## src/hw/rtl/rmd_pkg.sv

```systemverilog
`timescale 1ns / 1ps

package rmd_pkg;

  localparam int MAX_WIDTH = 4096;
  localparam int LINE_DEPTH = MAX_WIDTH / 2;
  localparam int LINE_AW = (LINE_DEPTH > 1) ? $clog2(LINE_DEPTH) : 1;
  localparam int COL_W = LINE_AW + 1;

  localparam int CFG_W = 13;
  localparam int NUM_LANES = 4;
  localparam int CH_W = 8;
  localparam int PAIR_W = CH_W + 1;
  localparam int SUM_W = CH_W + 2;
  localparam int LINE_W = NUM_LANES * PAIR_W;
  localparam int PIX_W = NUM_LANES * CH_W;

  localparam logic [0:0] REG_IN_WIDTH = 1'b0;
  localparam logic [0:0] REG_IN_HEIGHT = 1'b1;

  localparam logic [CFG_W-1:0] RESET_IN_WIDTH = CFG_W'(4096);
  localparam logic [CFG_W-1:0] RESET_IN_HEIGHT = CFG_W'(2048);

  typedef struct packed {
    logic dbl;
    logic ld_s1;
    logic use_line;
    logic ld_out;
  } lane_ctrl_t;

endpackage

```

## src/hw/rtl/rmd_lane.sv

```systemverilog
`timescale 1ns / 1ps

module rmd_lane (
  input  logic                       clk,
  input  rmd_pkg::lane_ctrl_t        ctrl,
  input  logic [rmd_pkg::CH_W-1:0]   held,
  input  logic [rmd_pkg::CH_W-1:0]   px,
  input  logic [rmd_pkg::PAIR_W-1:0] line_pair,
  output logic [rmd_pkg::PAIR_W-1:0] pair,
  output logic [rmd_pkg::CH_W-1:0]   avg
);
  import rmd_pkg::*;

  logic [PAIR_W-1:0] s1_pair;
  logic [SUM_W-1:0]  sum;

  always_comb begin
    if (ctrl.dbl) begin
      pair = {px, 1'b0};
    end else begin
      pair = {1'b0, held} + {1'b0, px};
    end
    sum = {1'b0, (ctrl.use_line ? line_pair : s1_pair)} + {1'b0, s1_pair} + SUM_W'(2);
  end

  always_ff @(posedge clk) begin
    if (ctrl.ld_s1) begin
      s1_pair <= pair;
    end
    if (ctrl.ld_out) begin
      avg <= sum[SUM_W-1:2];
    end
  end

endmodule

```

## config.mk

```make
export PLATFORM = sky130hd
export DESIGN_NAME = rmd_lane
export DESIGN_NICKNAME = d
export VERILOG_FILES = /design/src/hw/rtl/rmd_pkg.sv /design/src/hw/rtl/rmd_lane.sv
export SDC_FILE = /design/constraint.sdc
export NUM_CORES = 1
export LEC_CHECK = 0
export BUFFER_PORTS_ARGS = -buffer_cell sky130_fd_sc_hd__buf_2
export CAP_MARGIN = 20
export CORE_MARGIN = 3
export CORE_UTILIZATION = 40
export CTS_CLUSTER_DIAMETER = 150
export DETAILED_ROUTE_END_ITERATION = 6
export PLACE_DENSITY_LB_ADDON = 0.3
export SYNTH_ARGS = -nofsm -noshare
export SYNTH_HDL_FRONTEND = slang
export SYNTH_SLANG_ARGS = --single-unit
```

## constraint.sdc

```tcl
create_clock -name clk -period 6.8 [get_ports clk]
set_input_delay 0.34 -clock clk [delete_from_list [all_inputs] [get_ports clk]]
set_output_delay 0.34 -clock clk [all_outputs]
set_load 0.03 [all_outputs]
```

== Word-level counts from Yosys, hierarchy flattened ==
Cells that the tools add are included.
Cells by class
  add/subtract/negate cells: 3
  $mul: 0
  div/mod/pow operators: 0
  order comparisons: 0
  eq/ne operators: 0
  shift operators: 0
  mux-type cells: 2
  bitwise gates (word level): 0
  reductions and logical operators: 0
Operators by type and width (number)
  9-bit two-way mux: 2
  10-bit by 2-bit adder with 10-bit output, second input constant: 1
  9-bit by 9-bit adder with 10-bit output: 1
  8-bit by 8-bit adder with 9-bit output: 1
Storage, ports and cells
  register bits after elaboration: 17
  bits in latches: 0
  memory bits (writable): 0
  bits in read-only memories: 0
  bits of input ports: 30
  output and inout bits: 17
  word-level logic and storage cells: 7
  memories: 0

== Depth between registers and ports, before layout ==
Gate-level depths: netlist of the first run.
  depth after elaboration: 3
  depth in mapped cells: 10
  mapped depth without buffers: 9

== Worst setup path after synthesis of the first run ==
No wires, ideal clock.
  path type: input to register
  start point: in ctrl[1] (netlist bit)
  end point: reg avg[4] (netlist bit) (data pin)
  setup time: 0.180 ns
  data arrival time: 2.343 ns
  required time: 6.620 ns
  setup slack: 4.277 ns
  stages on the path: 8
  path buffers: 1
  cells stage by stage: buf_4 mux2_2 ha_1 ha_1 and3_1 and3_4 or3_1 o311ai_1
Between the ends
  longest elaborated chain between the ends: 3
RTL lines
  start: declaration: line rmd_lane.sv:5  | input rmd_pkg::lane_ctrl_t ctrl,
  9-bit two-way mux: line rmd_lane.sv:23  | sum = {1'b0, (ctrl.use_line ? line_pair : s1_pair)} + {1'b0, s1_pair} + SUM_W'(2);
  9-bit by 9-bit adder with 10-bit output: line rmd_lane.sv:23
  10-bit by 2-bit adder with 10-bit output: line rmd_lane.sv:23
  net sum[6]: line rmd_lane.sv:15  | logic [SUM_W-1:0] sum;
  end signal: assignment: line rmd_lane.sv:31  | avg <= sum[SUM_W-1:2];
  end: declaration: line rmd_lane.sv:10  | output logic [rmd_pkg::CH_W-1:0] avg
The timed path passes the listed nets, and every way through them passes these cells.
A chain may end at the register's enable or synchronous reset.

== Worst setup path in the final report of the first run ==
  start point: reg s1_pair[4]
  end point: reg avg[4] (netlist bit) (data pin)
Between the ends
  longest elaborated chain between the ends: 3
RTL lines
  start: declaration: line rmd_lane.sv:14  | logic [PAIR_W-1:0] s1_pair;
  start signal: assignment: line rmd_lane.sv:28  | s1_pair <= pair;
  9-bit two-way mux: line rmd_lane.sv:23
  9-bit by 9-bit adder with 10-bit output *: line rmd_lane.sv:23
  10-bit by 2-bit adder with 10-bit output *: line rmd_lane.sv:23
  net sum[6]: line rmd_lane.sv:15
The timed path passes the listed nets; every way through them passes the cells marked *.

==> results.toml, run 1 <==
[run_status]
status = "finished, final reports clean"

[pwr]
total_power_uw = 463
leakagePower_nw = 0.835
irDropWorstVdd_mv = 0.0818
power_density_mw_per_mm2 = 254

[global_routing]
grt_pass1_vias = 1315
grt-ovfl-total = 0
grt_pass1_wl_mm = 5.25
track_usage_pct = 14.8
grt_max_degree = 21
grt_antenna_before_repair = 0

[route]
route.vias.total = 1298
ant_nets = 0
via_per_inst = 5.50
first_pass_iters = 4
wl_per_cell_um = 13.2
drcViolationCount = 0
drt_iter0_drc = 35
wirelength_mm = 3.12

[hold_path]
hold_end = "avg[0]"
holdPathStages = 1
worstHoldStart = "ctrl[0]"
hold_class = "in2reg"

[placement]
globalplace.congestion = 0.801
port_buffers = 46
dp.final_hpwl_mm = 2.57
place_inst = 232

[worst_setup_path]
path_max_fanout = 6
worst_setup_path_end_kind = "flip-flop"
required_ns = 6.86
worst-r2r-setup-slack_ns = 4.30
start_kind = "flip-flop"
reg2regPathDepth = 7
worst-setup-path-type = "reg2reg"
rr_endpoint = "avg[4]"
rr_startpoint = "s1_pair[4]"
arrival_ns = 2.56

[clock_tree]
cts_max_path_buffers = 2
numClockSinks = 17
cts.clk_slew.worst_paths_ns = 0.06
htree_levels = 1
numCtsBuffers = 3
cts_root_buf = "clkbuf_8"
ctsHoldBuffers = 0
clkLatencyLatePin_ns = 0.25
cts_tree = "yes"
ctsResizeCount = 0
post-cts-setup-buffers = 0

[synth]
ys_seq_area_share_pct = 33.8
synth_flop_cell = "edfxtp_1"
async_flop_share_pct = 0
netlist_instances = 143
syn_area_mm2 = 0.00151
syn-num-nets = 198
yosysWarningCount = 0
synth_edf_count = 17
synth-seq-cells = 17
yosysUniqueCellTypes = 45
syn_avg_cell_area_um2 = 10.6

[floorplan]
initial_core_util_pct = 43.2
die_area_mm2 = 0.00455
coreArea_mm2 = 0.00349
row_count = 21
io_pins = 47
die_h_um = 67.4
fp.dieW_um = 67.4

[sta]
fin_crit_ns = 2.50
finalHoldViolCount = 0
clock.fmax_mhz = 401
setup_tns_ns = 0
finClkSkew_ns = 0.00264
setup_violations = 0
tightest_slew_ns = 0.365
period_share_pct = 36.7
rsz0062_at_grt = "no"
slew_headroom_pct = 75.5
drv_slew = 0

[final_layout]
num-nets-final = 246
final_cells = 236
drive_gt1_share_pct = 32.6
area_delta_synth_final_pct = 21.1
n_antenna_cell = 0

[run]
maxCapViolCount = 0
[routing by layer]
layer	track usage [%]	routed length, µm	part of all wire, %	vias up
met5	0	0	0	-
met4	6.08	39	1.3	0
met3	2.33	209	6.7	5
met2	27.5	1570	50	53
met1	16.5	1300	42	594
li1	-	-	-	646
[critical path: stages (launching register included)]
cell and delay [ns]:
edfxtp_1 0.40, mux2_2 0.28, ha_1 0.28, ha_1 0.37
and3_1 0.22, and3_4 0.18, or3_1 0.33, o311ai_1 0.24
[where the power goes]
group / leakage [nW] / total [mW] / internal [mW] / switching (mW)
registers: 0.166 / 0.154 / 0.148 / 0.00621
logic: 0.646 / 0.234 / 0.0919 / 0.143
clock network: 0.0228 / 0.0750 / 0.0416 / 0.0334
[cell usage in the layout, fill, tap and decap left out, drive strengths merged, types with 3 or more instances in the layout]
| master | instances |
|---|---|
| nand2 | 11 |
| mux2 | 8 |
| buf | 46 |
| a21oi | 11 |
| nor3 | 3 |
| nand3 | 6 |
| nor2b | 4 |
| o21ai | 3 |
| xor2 | 3 |
| ha | 23 |
| inv | 6 |
| clkbuf | 4 |
| edfxtp | 17 |
| a21o | 3 |
| xnor2 | 4 |
[flip-flops by register name, indices dropped and copies added, names as in the netlist]
| register | cells |
|---|---|
| s1_pair | 9 |
| avg | 8 |
[cell families after synthesis]
family | share of synthesized area [%]
DFF | 33.8
buffers and inverters | 2.49
muxes | 6.63
AOI/OAI and AO/OA | 16.2
adders and majority gates | 21.7
xor gates and xnor gates | 4.06
and+or+nand+nor | 15.1
[stage by stage]
step / utilization (%) / hold slack [ns] / area, µm² / setup slack, ns
after detailed placement: 51.0 / 0.671 / 1780 / 4.06
after global placement: 51.0 / 0.670 / 1780 / 4.14
after global routing: 52.3 / 0.434 / 1830 / 4.21
after floorplan: - / 0.452 / 1510 / 4.28
after CTS: 52.3 / 0.419 / 1830 / 4.30
final: 52.3 / 0.420 / 1830 / 4.30
[how the worst max path moves through the flow]
stage,startpoint,to,slack (ns),depth (start not counted)
2_1_floorplan,ctrl[1],avg[4],4.28,8
3_3_place_gp,ctrl[1],avg[4],4.14,8
3_5_place_dp,ctrl[1],avg[4],4.06,8
4_1_cts,s1_pair[4],avg[4],4.30,7
5_1_grt,s1_pair[4],avg[4],4.21,7
6_report,s1_pair[4],avg[4],4.30,7
[cell type report]
class	count	area [µm²]
Fill cell	315	1670
Clock buffer	4	45.0
Multi-Input combinational cell	117	961
Sequential cell	17	510
Tap cell	46	57.6
Timing Repair Buffer	46	230
Inverter	6	22.5
[cells in the mapped netlist (all sizes together) (2+ instances only)]
cell / count / area share, %
fa: 2 / 2.7
nor2: 2 / 0.50
o31ai: 2 / 0.99
xnor2: 4 / 2.3
and2: 2 / 0.83
ha: 23 / 19
mux2: 8 / 6.0
nand3b: 2 / 0.99
inv: 6 / 1.5
nor2b: 4 / 1.7
nand2: 11 / 2.7
nand2b: 2 / 1.0
nand3: 6 / 2.0
o211ai: 2 / 0.99
o311ai: 2 / 1.2
and3: 2 / 1.2
xor2: 3 / 1.7
a21oi: 11 / 3.6
edfxtp: 17 / 34
o21ai: 3 / 0.99
a211oi: 2 / 0.99
nor3: 3 / 0.99
o31a: 2 / 1.2
clkbuf: 2 / 0.50
a21o: 3 / 1.5
Note: power is estimated with default switching activity, not from simulation.
==> inputs of run 2 (changes only) <==
==> constraint.sdc (replaced) <==
create_clock -name clk -period 2.2 [get_ports clk]
set_input_delay 0.11 -clock clk [delete_from_list [all_inputs] [get_ports clk]]
set_output_delay 0.11 -clock clk [all_outputs]
set_load 0.03 [all_outputs]
==> run 2 against run 1 <==
- the flow now finishes with violations (setup timing)
- clock skew hardly changed
- via count is 3.5% higher
- non-clock buffer count is 17 higher
- die area stayed put
- worst hold slack worse by 0.24 ns
- cell count is 7.2% higher
- worst setup slack worse by 4.3 ns
- sequential share of layout area is 3.8 points lower
- global-route usage is 1.1 points higher
- clock-buffer cell count stayed put
- critical endpoint unchanged
==> results.toml, run 2 (synthesis gave the netlist of run 1 again) <==
[route]
via_per_inst = 5.31
wl_per_cell_um = 13.4
drcViolationCount = 0
route.vias.total = 1343
wirelength_mm = 3.40
drt_iter0_drc = 37
first_pass_iters = 4
ant_nets = 0

[final_layout]
n_antenna_cell = 0
drive_gt1_share_pct = 48.3
final_area_mm2 = 0.00212
regMostFlops = "s1_pair"
top_regs = "s1_pair (9), avg (8)"
largest_register_ffs = 9
nFillCells = 278
final_common_cell = "buf_2"
num-nets-final = 263
area_delta_synth_final_pct = 40.3
layout_common_cells = "46 x buf_2, 17 x edfxtp_1, 16 x ha_1, 15 x buf_4, 10 x nand2_1"

[sta]
slew_headroom_pct = 72.2
drv_slew = 0
rsz0062_at_grt = "yes"
finClkSkew_ns = 0.00232
fin_ws_ns = -0.0360
period_share_pct = 102
finalHoldViolCount = 0
clock.fmax_mhz = 447
setup_violations = 1
fin_crit_ns = 2.24
tightest_slew_ns = 0.413

[clock_tree]
cts.clk_slew.worst_paths_ns = 0.06
htree_levels = 1
cts_root_buf = "clkbuf_8"
clkLatencyLatePin_ns = 0.25
cts_tree = "yes"
numCtsBuffers = 3
cts_max_path_buffers = 2
numClockSinks = 17

[hold_path]
hold_class = "in2reg"

[global_routing]
grt-ovfl-total = 0
grt_antenna_before_repair = 0
grt_pass1_vias = 1361
grt_pass1_wl_mm = 5.53
track_usage_pct = 15.9
grt_max_degree = 21

[run_status]
violations = "setup timing"
status = "complete, but fails checks"

[placement]
placed_cell_area_mm2 = 0.00194
dp.final_hpwl_mm = 2.77
globalplace.congestion = 0.831
port_buffers = 46
pre_cts_ws_ns = -0.132

[worst_setup_path]
worst-setup-path-type = "reg2reg"
required_ns = 2.28
path_max_fanout = 3
start_kind = "flip-flop"
worst_setup_path_end_kind = "flip-flop"
arrival_ns = 2.32

[floorplan]
row_count = 21
die_area_mm2 = 0.00455
die_h_um = 67.4
initial_core_util_pct = 43.2
io_pins = 47
fp.dieW_um = 67.4
coreArea_mm2 = 0.00349

[pwr]
total_power_mw = 1.66
power_density_mw_per_mm2 = 782
leakagePower_nw = 0.941
irDropWorstVdd_mv = 0.291

[run]
maxCapViolCount = 0
-- run 2: worst paths after layout --
check                  start         end  slack (ns)  cells past startpoint
setup / recovery  s1_pair[3]      avg[4]       -0.04                      7
hold / removal         px[6]  s1_pair[7]        0.18                      3
setup reg to reg  s1_pair[3]      avg[4]       -0.04                      7
hold reg to reg   s1_pair[8]      avg[7]        0.78                      2
-- run 2: final cells by class --
class	instances	area, µm²	area share (%)
clock buffer	4	45.0	2.13
inverter	6	22.5	1.06
multi-input combinational	117	1120	52.7
sequential	17	510	24.1
tap	46	57.6	2.72
timing repair buffer	63	365	17.3
-- run 2: per-layer routing --
| metal | track usage [%] | wire length (µm) | up-vias |
|---|---|---|---|
| li1 | - | - | 683 |
| met1 | 16.8 | 1350 | 604 |
| met2 | 29.7 | 1740 | 45 |
| met3 | 3.16 | 217 | 11 |
| met4 | 7.85 | 92 | 0 |
| met5 | 0 | 0 | - |
-- run 2: stage by stage --
step                TNS, ns  hold slack [ns]  std cells  util [%]
finish              -0.0360            0.177        253      60.6
global route         -0.113            0.195        253      60.6
CTS                 -0.0984            0.181        251      58.7
detailed placement   -0.282            0.440        245      55.6
global placement    -0.0903            0.432        245      55.6
floorplan           -0.0572            0.222        143         -
-- run 2: where the power goes --
group          internal, mW  total [mW]  leakage, nW  switching (mW)
logic                 0.443       0.948        0.752           0.505
registers             0.457       0.475        0.166          0.0184
clock network         0.129       0.234       0.0228           0.105
total                  1.03        1.66        0.941           0.628
-- run 2: what timing repair did --
action / in CTS / in global routing
gates resized for setup: 8 / 13
setup endpoints to repair: 2 / 4
hold buffers: 0 / 0
setup buffers: 2 / 2
pin swaps: 11 / 13
-- run 2: critical path, stage by stage (launching register included) --
cell      delay, ns
edfxtp_1       0.40
mux2_4         0.30
ha_4           0.27
ha_4           0.20
and3_4         0.17
and3_4         0.15
or3_4          0.36
o311ai_2       0.21
==> inputs of run 3 (changes only) <==
--- a/config.mk
+++ b/config.mk
@@ -7,8 +7,10 @@
 export LEC_CHECK = 0
 export BUFFER_PORTS_ARGS = -buffer_cell sky130_fd_sc_hd__buf_2
 export CAP_MARGIN = 20
+export CELL_PAD_IN_SITES_DETAIL_PLACEMENT = 0
+export CELL_PAD_IN_SITES_GLOBAL_PLACEMENT = 1
 export CORE_MARGIN = 3
-export CORE_UTILIZATION = 40
+export CORE_UTILIZATION = 35
 export CTS_CLUSTER_DIAMETER = 150
 export DETAILED_ROUTE_END_ITERATION = 6
 export PLACE_DENSITY_LB_ADDON = 0.3
==> run 3 against run 2 <==
- the run still ends with setup timing left
- die area up 13%
- largest power group unchanged
- combinational power down 4.7%
- core utilization down 9.0 points
- register-to-register slack about the same
- sequential share of layout area up 0.13 points
- power down 3.0%
- critical path type unchanged
==> results.toml, run 3 (synthesis gave the netlist of run 1 again) <==
[run_status]
status = "complete, but fails checks"
violations = "setup timing"

[placement]
globalplace.congestion = 0.797
place_inst = 250
dp.final_hpwl_mm = 2.73
port_buffers = 46
pre_cts_ws_ns = -0.0872
placed_cell_area_mm2 = 0.00195

[route]
first_pass_iters = 4
route.vias.total = 1337
wl_per_cell_um = 12.8
via_per_inst = 5.18
drcViolationCount = 0
wirelength_mm = 3.31
ant_nets = 0
drt_iter0_drc = 41

[sta]
setup_violations = 1
fin_ws_ns = -0.0265
rsz0062_at_grt = "yes"
drv_slew = 0
finalHoldViolCount = 0
slew_headroom_pct = 77.4
tightest_slew_ns = 0.335
period_share_pct = 101
finClkSkew_ns = 0.00379
fin_crit_ns = 2.23
clock.fmax_mhz = 449

[global_routing]
track_usage_pct = 13.6
grt_pass1_wl_mm = 5.67
grt_pass1_vias = 1350
grt_antenna_before_repair = 0
grt-ovfl-total = 0
grt_max_degree = 21

[final_layout]
final_util_pct = 51.5
top_regs = "s1_pair (9), avg (8)"
n_antenna_cell = 0
num-nets-final = 264
drive_gt1_share_pct = 47.1
regMostFlops = "s1_pair"
final_cells = 258
area_delta_synth_final_pct = 39.6
layout_common_cells = "46 x buf_2, 17 x edfxtp_1, 17 x buf_4, 16 x ha_1, 11 x nand2_1"
final_area_mm2 = 0.00211
final_common_cell = "buf_2"
largest_register_ffs = 9

[clock_tree]
cts.clk_slew.worst_paths_ns = 0.06
numCtsBuffers = 3
clkLatencyLatePin_ns = 0.25
cts_root_buf = "clkbuf_8"
htree_levels = 1
numClockSinks = 17
cts_max_path_buffers = 2
cts_tree = "yes"

[floorplan]
die_h_um = 71.7
die_area_mm2 = 0.00514
fp.dieW_um = 71.7
initial_core_util_pct = 36.9
io_pins = 47
row_count = 23
coreArea_mm2 = 0.00409

[worst_setup_path]
path_max_fanout = 3
cpPeakStageDelay_ns = 0.39
worst_setup_path_end_kind = "flip-flop"
crit_chain = "mux2_4, ha_4, ha_4, and3_4, and3_4, or3_4, o311ai_2"
cp_num_buf_inv = 0
rr_endpoint = "avg[4]"
cp_top_family = "simple AND/OR/NAND/NOR gates"
worst-r2r-setup-slack_ns = -0.03
rr_startpoint = "s1_pair[4]"
worst_path_max_delay_cell = "edfxtp_1"
start_kind = "flip-flop"
reg2regPathDepth = 7
arrival_ns = 2.30
required_ns = 2.27
critPathLaunch = "s1_pair[4]"
worst-setup-path-type = "reg2reg"

[hold_path]
hold_class = "in2reg"
holdPathStages = 3
hold_end = "s1_pair[7]"
worstHoldStart = "px[6]"

[pwr]
leakagePower_nw = 0.943
total_power_mw = 1.61
switchingPower_uw = 601
swShare_pct = 37.4
p_comb_share_pct = 56.2
pwr-share-seq_pct = 29.6
p_int_mw = 1.01
pwr-share-clk_pct = 14.3
power_density_mw_per_mm2 = 763
irDropWorstVdd_mv = 0.259

[run]
maxCapViolCount = 0
==> run 3: cell count changes in the layout (fill, tap and decap cells not counted), sizes merged <==
| cell | previous run | this run |
|---|---|---|
| buf | 63 | 64 |
==> run 3: per-layer routing <==
metal  routed length [µm]  part of all wire (%)  global-route usage (%)  up-vias
met4                   53                   1.6                    4.80        0
met5                    0                     0                       0        -
met2                 1800                    54                    24.8       37
met1                 1290                    39                    15.4      611
met3                  168                   5.1                    2.95        6
li1                     -                     -                       -      683
==> run 3: area by class of cell <==
class	count	area [µm²]
flip-flops and latches	17	510
multi-input cells	117	1100
fillers	382	1980
repair buffers	64	369
well taps	50	62.6
inverters	6	22.5
clock buffers	4	45.0
==> run 3: per-stage QoR <==
step,TNS [ns],hold WS [ns]
floorplan,-0.0572,0.222
detailed placement,-0.208,0.440
CTS,-0.0986,0.182
global route,-0.265,0.189
global placement,-0.110,0.436
finish,-0.0265,0.182
==> run 3: tightest hold or removal path: cells and delay by family <==
family,cells,cell delay (ns)
AOI/OAI and AO/OA,1,0.06
buffers and inverters,1,0.09
and+or+nand+nor,1,0.05
==> run 3: how the worst max path moves through the flow <==
| stage | end | slack [ns] | depth (start not counted) |
|---|---|---|---|
| 3_3_place_gp | avg[4] | -0.06 | 7 |
| 5_1_grt | avg[4] | -0.14 | 7 |
| 6_report | avg[4] | -0.03 | 7 |
| 3_5_place_dp | avg[4] | -0.09 | 7 |
| 4_1_cts | avg[4] | -0.06 | 7 |
| 2_1_floorplan | avg[4] | -0.06 | 7 |
==> run 3: timing repair <==
action,4_1_cts,5_1_grt
hold buffers,0,0
endpoints found under the setup margin,2,4
resized for setup,6,10
cloned,0,0
buffers inserted,1,3
pin swaps,8,9
==> run 3: power groups by stage <==
| stage | sequential, mW | combinational (mW) | clock (mW) |
|---|---|---|---|
| 3_5_place_dp | 0.483 | 0.814 | 0 |
| 4_1_cts | 0.476 | 0.855 | 0.236 |
| 3_3_place_gp | 0.482 | 0.800 | 0 |
| 6_report | 0.475 | 0.903 | 0.229 |
| 2_1_floorplan | 0.587 | 0.470 | 0 |
| 5_1_grt | 0.480 | 1.00 | 0.259 |
